`config.mk`:
```
export PLATFORM = sky130hd
export DESIGN_NAME = tmct_cell
export DESIGN_NICKNAME = d
export VERILOG_FILES = /design/src/rtl/core/tmct_pkg.sv /design/src/rtl/core/tmct_cell.sv
export SDC_FILE = /design/constraint.sdc
export NUM_CORES = 1
export LEC_CHECK = 0
export BUFFER_PORTS_ARGS = -buffer_cell sky130_fd_sc_hd__buf_2
export CORE_UTILIZATION = 54
export DETAILED_ROUTE_END_ITERATION = 10
export HOLD_SLACK_MARGIN = 0.05
export PLACE_DENSITY = 0.89
export SLEW_MARGIN = 15
export SYNTH_ARGS = -nofsm -noshare
export SYNTH_HDL_FRONTEND = slang
export SYNTH_SLANG_ARGS = --single-unit
```
`constraint.sdc`:
```
create_clock -name aclk -period 5.86 [get_ports aclk]
set_input_delay 1.172 -clock aclk [delete_from_list [all_inputs] [get_ports aclk]]
set_output_delay 1.172 -clock aclk [all_outputs]
set_load 0.01 [all_outputs]
```
`src/rtl/core/tmct_pkg.sv`:
```
// shared constants of the tolerance match table
`default_nettype none
package tmct_pkg;
    localparam int DEFAULT_TABLE_DEPTH = 1024;
    localparam int OP_W = 2;
    localparam int SAMPLE_W = 3;
    localparam int MASS_W = 32;
    localparam int TIME_W = 16;
    localparam int STATUS_W = 2;
    localparam int CFG_IDX_W = 2;
    localparam int CFG_DATA_W = 32;
    localparam int IN_W = 56;

    localparam logic [OP_W-1:0] OP_LOAD = 2'd0;
    localparam logic [OP_W-1:0] OP_QUERY = 2'd1;
    localparam logic [OP_W-1:0] OP_CLEAR = 2'd2;

    localparam logic [STATUS_W-1:0] ST_OK = 2'd0;
    localparam logic [STATUS_W-1:0] ST_FULL = 2'd1;
    localparam logic [STATUS_W-1:0] ST_NOMATCH = 2'd2;

    localparam logic [CFG_IDX_W-1:0] REG_TOL_FRAC = 2'd0;
    localparam logic [CFG_IDX_W-1:0] REG_MIN_TOL = 2'd1;
    localparam logic [CFG_IDX_W-1:0] REG_TIME_WIN = 2'd2;

    localparam logic [31:0] RST_TOL_FRAC = 32'd42950;
    localparam logic [15:0] RST_MIN_TOL = 16'd100;
    localparam logic [15:0] RST_TIME_WIN = 16'd1311;
endpackage
`default_nettype wire

```
`src/rtl/core/tmct_cell.sv`:
```
// one table entry plus one stage of the query chain
`default_nettype none
module tmct_cell #(
    parameter int IDX_W = 10,
    parameter int CELL_IDX = 0
) (
    input  wire logic                          aclk,
    input  wire logic                          aresetn,
    input  wire logic                          load_we,
    input  wire logic [tmct_pkg::SAMPLE_W-1:0] load_sample,
    input  wire logic [tmct_pkg::MASS_W-1:0]   load_mass,
    input  wire logic [tmct_pkg::TIME_W-1:0]   load_time,
    input  wire logic                          clear,
    input  wire logic [tmct_pkg::TIME_W-1:0]   time_window,
    input  wire logic                          q_valid_in,
    input  wire logic                          q_hit_in,
    input  wire logic [IDX_W-1:0]              q_idx_in,
    input  wire logic [tmct_pkg::SAMPLE_W-1:0] q_sample_in,
    input  wire logic [tmct_pkg::MASS_W-1:0]   q_mass_in,
    input  wire logic [tmct_pkg::MASS_W-1:0]   q_tol_in,
    input  wire logic [tmct_pkg::TIME_W-1:0]   q_time_in,
    output logic                               q_valid_out,
    output logic                               q_hit_out,
    output logic [IDX_W-1:0]                   q_idx_out,
    output logic [tmct_pkg::SAMPLE_W-1:0]      q_sample_out,
    output logic [tmct_pkg::MASS_W-1:0]        q_mass_out,
    output logic [tmct_pkg::MASS_W-1:0]        q_tol_out,
    output logic [tmct_pkg::TIME_W-1:0]        q_time_out
);
    import tmct_pkg::*;

    logic                live_reg;
    logic [SAMPLE_W-1:0] sample_reg;
    logic [MASS_W-1:0]   mass_reg;
    logic [TIME_W-1:0]   time_reg;
    logic [MASS_W-1:0]   mdiff;
    logic [TIME_W-1:0]   tdiff;
    logic                match;

    assign mdiff = (mass_reg >= q_mass_in) ? mass_reg - q_mass_in : q_mass_in - mass_reg;
    assign tdiff = (time_reg >= q_time_in) ? time_reg - q_time_in : q_time_in - time_reg;
    assign match = q_valid_in && !q_hit_in && live_reg && (sample_reg == q_sample_in)
                   && (mdiff <= q_tol_in) && (tdiff < time_window);

    always_ff @(posedge aclk) begin
        if (!aresetn) begin
            live_reg <= 1'b0;
            q_valid_out <= 1'b0;
        end else begin
            q_valid_out <= q_valid_in;
            if (clear) begin
                live_reg <= 1'b0;
            end else if (load_we) begin
                live_reg <= 1'b1;
            end else if (match) begin
                live_reg <= 1'b0;
            end
        end
    end

    always_ff @(posedge aclk) begin
        if (load_we) begin
            sample_reg <= load_sample;
            mass_reg <= load_mass;
            time_reg <= load_time;
        end
        q_hit_out <= q_hit_in | match;
        q_idx_out <= match ? IDX_W'(CELL_IDX) : q_idx_in;
        q_sample_out <= q_sample_in;
        q_mass_out <= q_mass_in;
        q_tol_out <= q_tol_in;
        q_time_out <= q_time_in;
    end
endmodule
`default_nettype wire

```
==> results by stage <==
Placed design:
- In this run the tool buffered the top-level ports with 260 buffer cells.
- The weighted congestion reported at the end of routability-driven placement is 0.932.
- In this run, placement finished with an instance count of 1,536.
- The area after detailed placement is 11,400 sq um.
- The sum of net half-perimeters after detailed placement is 20.6 mm.

Global route:
- The number of global-route vias before repair is 8,463.
- In the global route stage, met1 resource usage came out at 0.330.
- In the global route stage, met3 resource usage came out at 0.0477.
- The layer flagged by global routing as most heavily used is met2.
- The met2 capacity usage during global routing is 0.479.
- The wire length of the first global-routing pass is 39.6 mm.
- The overall global routing resource usage is 0.275.
- Summed over all layers, the global routing overflow is 0.
- The maximum number of pins on one net before global-route repair is 54.
- The number of antenna violations at the first check in global routing is 2.

Clock tree:
- The clock passes through at most 2 buffers.
- The total number of H-tree levels is 4.
- The number of hold buffers added after cts is 0.
- In this run, CTS created clock tree buffers numbering 17.
- CTS placed an instance of sky130_fd_sc_hd__clkbuf_16 at the clock tree root.
- The clock insertion delay at the later pin of the skew report is 430 ps.
- The clock transition at the registers of the reported paths is 70 ps.
- The TritonCTS sink count is 147.
- The TritonCTS clock tree is built.

Power:
- The power density normalized to cell area is 278 nW/um^2.
- The static power due to leakage is 0.00614 uW.
- The worst-case IR drop observed on VDD is 0.000225 V.

Timing:
- The number of pins exceeding their max-slew limit in the final report is 0.
- Adding up every negative setup slack in the final design gives 0 ps.
- Setup repair after global routing left no endpoint under its margin.
- Across the routed clock network, the largest skew measured is 6.11 ps.
- The final critical-path share of the clock period is 0.921.
- Based on the critical path, the design can be clocked at up to 185 MHz.
- The worst-case headroom to the max-slew limit is 0.514.
- At the pin with the least slew margin, the transition time is 729 ps.
- The hold violation total from the final report is 0.
- The time the final worst path needs with I/O delays and setup is 5400 ps.
- The worst hold slack after final layout is 587 ps.
- Setup violations remaining at the end of the flow were counted as 0.

Logic synthesis:
- Of the synthesized area, sequential elements account for 0.354.
- Sorting the synthesized cells by area gives the leading types as sky130_fd_sc_hd__dfxtp_1 (20%), sky130_fd_sc_hd__ha_1 (18%), sky130_fd_sc_hd__edfxtp_1 (16%).
- The most common cell in the synthesized netlist is sky130_fd_sc_hd__inv_1.
- The number of enable-type register cells in the synthesized netlist is 51.
- The share of synthesized registers carrying an async set or reset is 0.
- By count the netlist is led by sky130_fd_sc_hd__inv_1 (166), sky130_fd_sc_hd__ha_1 (141), sky130_fd_sc_hd__dfxtp_1 (96).
- A synthesized cell averages 9.25 sq um.
- The number of different library cells in the post-synthesis netlist is 72.
- In this run the cell area of the synthesized design comes to 9740 sq um.
- The number of nets in the synthesized netlist is 1,364.
- Synthesis handed over a netlist of 1,053 instances.
- The post-synthesis sequential element count is 147.
- In the synthesized netlist the dominant register cell turns out to be sky130_fd_sc_hd__dfxtp_1.
- The fraction of post-synthesis cell area in the top cell type by area is 0.197.
- Summed over all instances, the cell type with the most area after synthesis is sky130_fd_sc_hd__dfxtp_1.
- The number of warnings printed during yosys synthesis is 0.

Final layout:
- For this run, the share of the core covered by cells in the final layout is 0.684.
- The layout net count is 1,641.
- The count of non-filler cells in the finished layout is 1,570.
- The share of cells above drive strength 1 is 0.265.
- After routing the design area is 11,900 sq um.
- The relative area change from synthesis to final layout is 22.6%.

Setup path:
- The most critical setup path has its startpoint at q_mass_in[0].
- The critical path contains buffers and inverters numbering 3 combined.
- The nature of the critical path endpoint is a flop.
- At the worst endpoint, the arrival time is 5720 ps.
- Measured in cells, the most critical reg-to-reg path has a length of 22.
- The worst register-to-register path begins at mass_reg[0].
- The maximum cell stage delay along the critical path is 440 ps.
- The data required time of the critical path is 6180 ps.
- The signal on the critical path passes through buf_2 > ha_1 > inv_1 > fa_1 > a211o_1 > a211oi_1 > nand4b_1 > o211ai_1 > a21oi_4 > buf_12 > mux2i_1 > xor2_1 > ha_1 > a21o_1 > a21o_1 > a21oi_1 > o21a_1 > o211ai_1 > a221o_1 > o31ai_2 > nand2_2 > and2_1.
- Among all stages on the critical path, the largest delay is contributed by sky130_fd_sc_hd__fa_1.
- The kind of cell with the highest combined delay along the critical path is compound AO/OA/AOI/OAI gates.
- Across all register-to-register paths, the minimum setup slack is 860 ps.
- The largest fanout of any net on the critical path is 34.
- The endpoint of the most critical register-to-register path is q_idx_out[4].
- The kind of critical path is primary input to flop.
- The worst setup path is launched from a primary input.

Detailed routing:
- The pre-antenna-repair detailed-routing pass consisted of 5 iterations.
- After detailed routing, the number of remaining DRC violations is 0.
- After detailed routing, the number of vias per cell comes to 5.52.
- Summing over every cut layer, the via total after detailed routing is 8,670.
- The count of nets left with antenna violations once routing finished came out at 0.
- The detail-routed net length per standard cell is 16.2 um.
- The routed wire length is 25.4 mm.
- The number of DRC markers after the initial detailed-route iteration is 492.

Die:
- For this design the top-level I/O count stands at 261.
- The core footprint is 17,500 sq um.
- The count of standard-cell rows is 48.
- The die height is 136 um.
- The die boundary width is 136 um.
- The die covers 18,600 sq um.
- The starting density of the core is 0.558.

Outcome:
- The flow ran to the end, and the final reports show no timing, DRC or antenna violations.

Hold path:
- The end point of the worst hold path is live_reg.
- The hold path depth is 2.
- The tightest min-delay check is of the flop to flop type.
- The startpoint identified for the worst hold timing path is live_reg.

Job:
- The tool flagged a number of max-cap violations equal to 0.
[area by class of cell]
type	count	area, sq um
Antenna cell	2	5.00
Clock buffer	17	425
Clock inverter	15	121
Fill cell	1365	5530
Inverter	166	623
Multi-Input combinational cell	702	5450
Sequential cell	147	3450
Tap cell	225	282
Timing Repair Buffer	296	1580
[stage by stage]
step | total power [uW] | setup slack, ps
floorplan | 1960 | 554
global placement | 2260 | 111
detailed placement | 2300 | -108
CTS | 3330 | 326
global route | 3520 | 80.0
finish | 3330 | 464
[how the worst max path moves through the flow]
stage	endpoint	slack (ps)	cells past startpoint
2_1_floorplan	q_idx_out[0]	550	23
3_3_place_gp	q_idx_out[6]	110	21
3_5_place_dp	q_idx_out[2]	-110	21
4_1_cts	q_idx_out[2]	330	21
5_1_grt	q_idx_out[3]	80	23
6_report	q_idx_out[4]	460	22
[power by group]
group	total, uW	switching [uW]	internal, uW
registers	1150	23.9	1120
clock network	1030	478	552
logic	1150	633	518
total	3330	1130	2190
[cells in the final DEF, fill, tap and decap left out, types with 18 or more instances in the layout]
cell type / count
sky130_fd_sc_hd__a21o_1: 45
sky130_fd_sc_hd__a21oi_1: 85
sky130_fd_sc_hd__buf_2: 260
sky130_fd_sc_hd__buf_4: 35
sky130_fd_sc_hd__dfxtp_1: 96
sky130_fd_sc_hd__edfxtp_1: 51
sky130_fd_sc_hd__ha_1: 141
sky130_fd_sc_hd__inv_1: 166
sky130_fd_sc_hd__nand2_1: 42
sky130_fd_sc_hd__nand4_1: 22
sky130_fd_sc_hd__nor2_1: 46
sky130_fd_sc_hd__nor2b_1: 19
sky130_fd_sc_hd__o21ai_0: 41
sky130_fd_sc_hd__xnor2_1: 29
sky130_fd_sc_hd__xor2_1: 18
[routing by layer]
layer  routed length, um  part of all wire  up-vias
li1                    -                 -     4225
met1               10400              0.41     4039
met2               12700              0.50      348
met3                1560             0.061       58
met4                 769             0.030        0
met5                   0                 0        -
[tightest hold or removal path: stages, from the launching register on]
cell                      delay (ps)
sky130_fd_sc_hd__dfxtp_1         300
sky130_fd_sc_hd__o21ai_0         190
sky130_fd_sc_hd__a31oi_1          50
[cells by family (layout without fill, tap and decap cells)]
kind of cell / Yosys count / in the layout / share of synthesized area
compound gates: 290 / 290 / 0.201
xor+xnor: 47 / 47 / 0.0422
fa+ha+maj: 145 / 145 / 0.189
buf+inv: 204 / 494 / 0.0867
flops: 147 / 147 / 0.354
mux: 18 / 18 / 0.0191
other cells: 0 / 2 / 0
simple gates: 202 / 202 / 0.107
[what timing repair did]
action | in CTS | in global routing
gates resized for setup | 0 | 2
setup buffers | 0 | 0
setup endpoints to repair | 0 | 11
No activity file was read; power rests on OpenSTA's default activity.
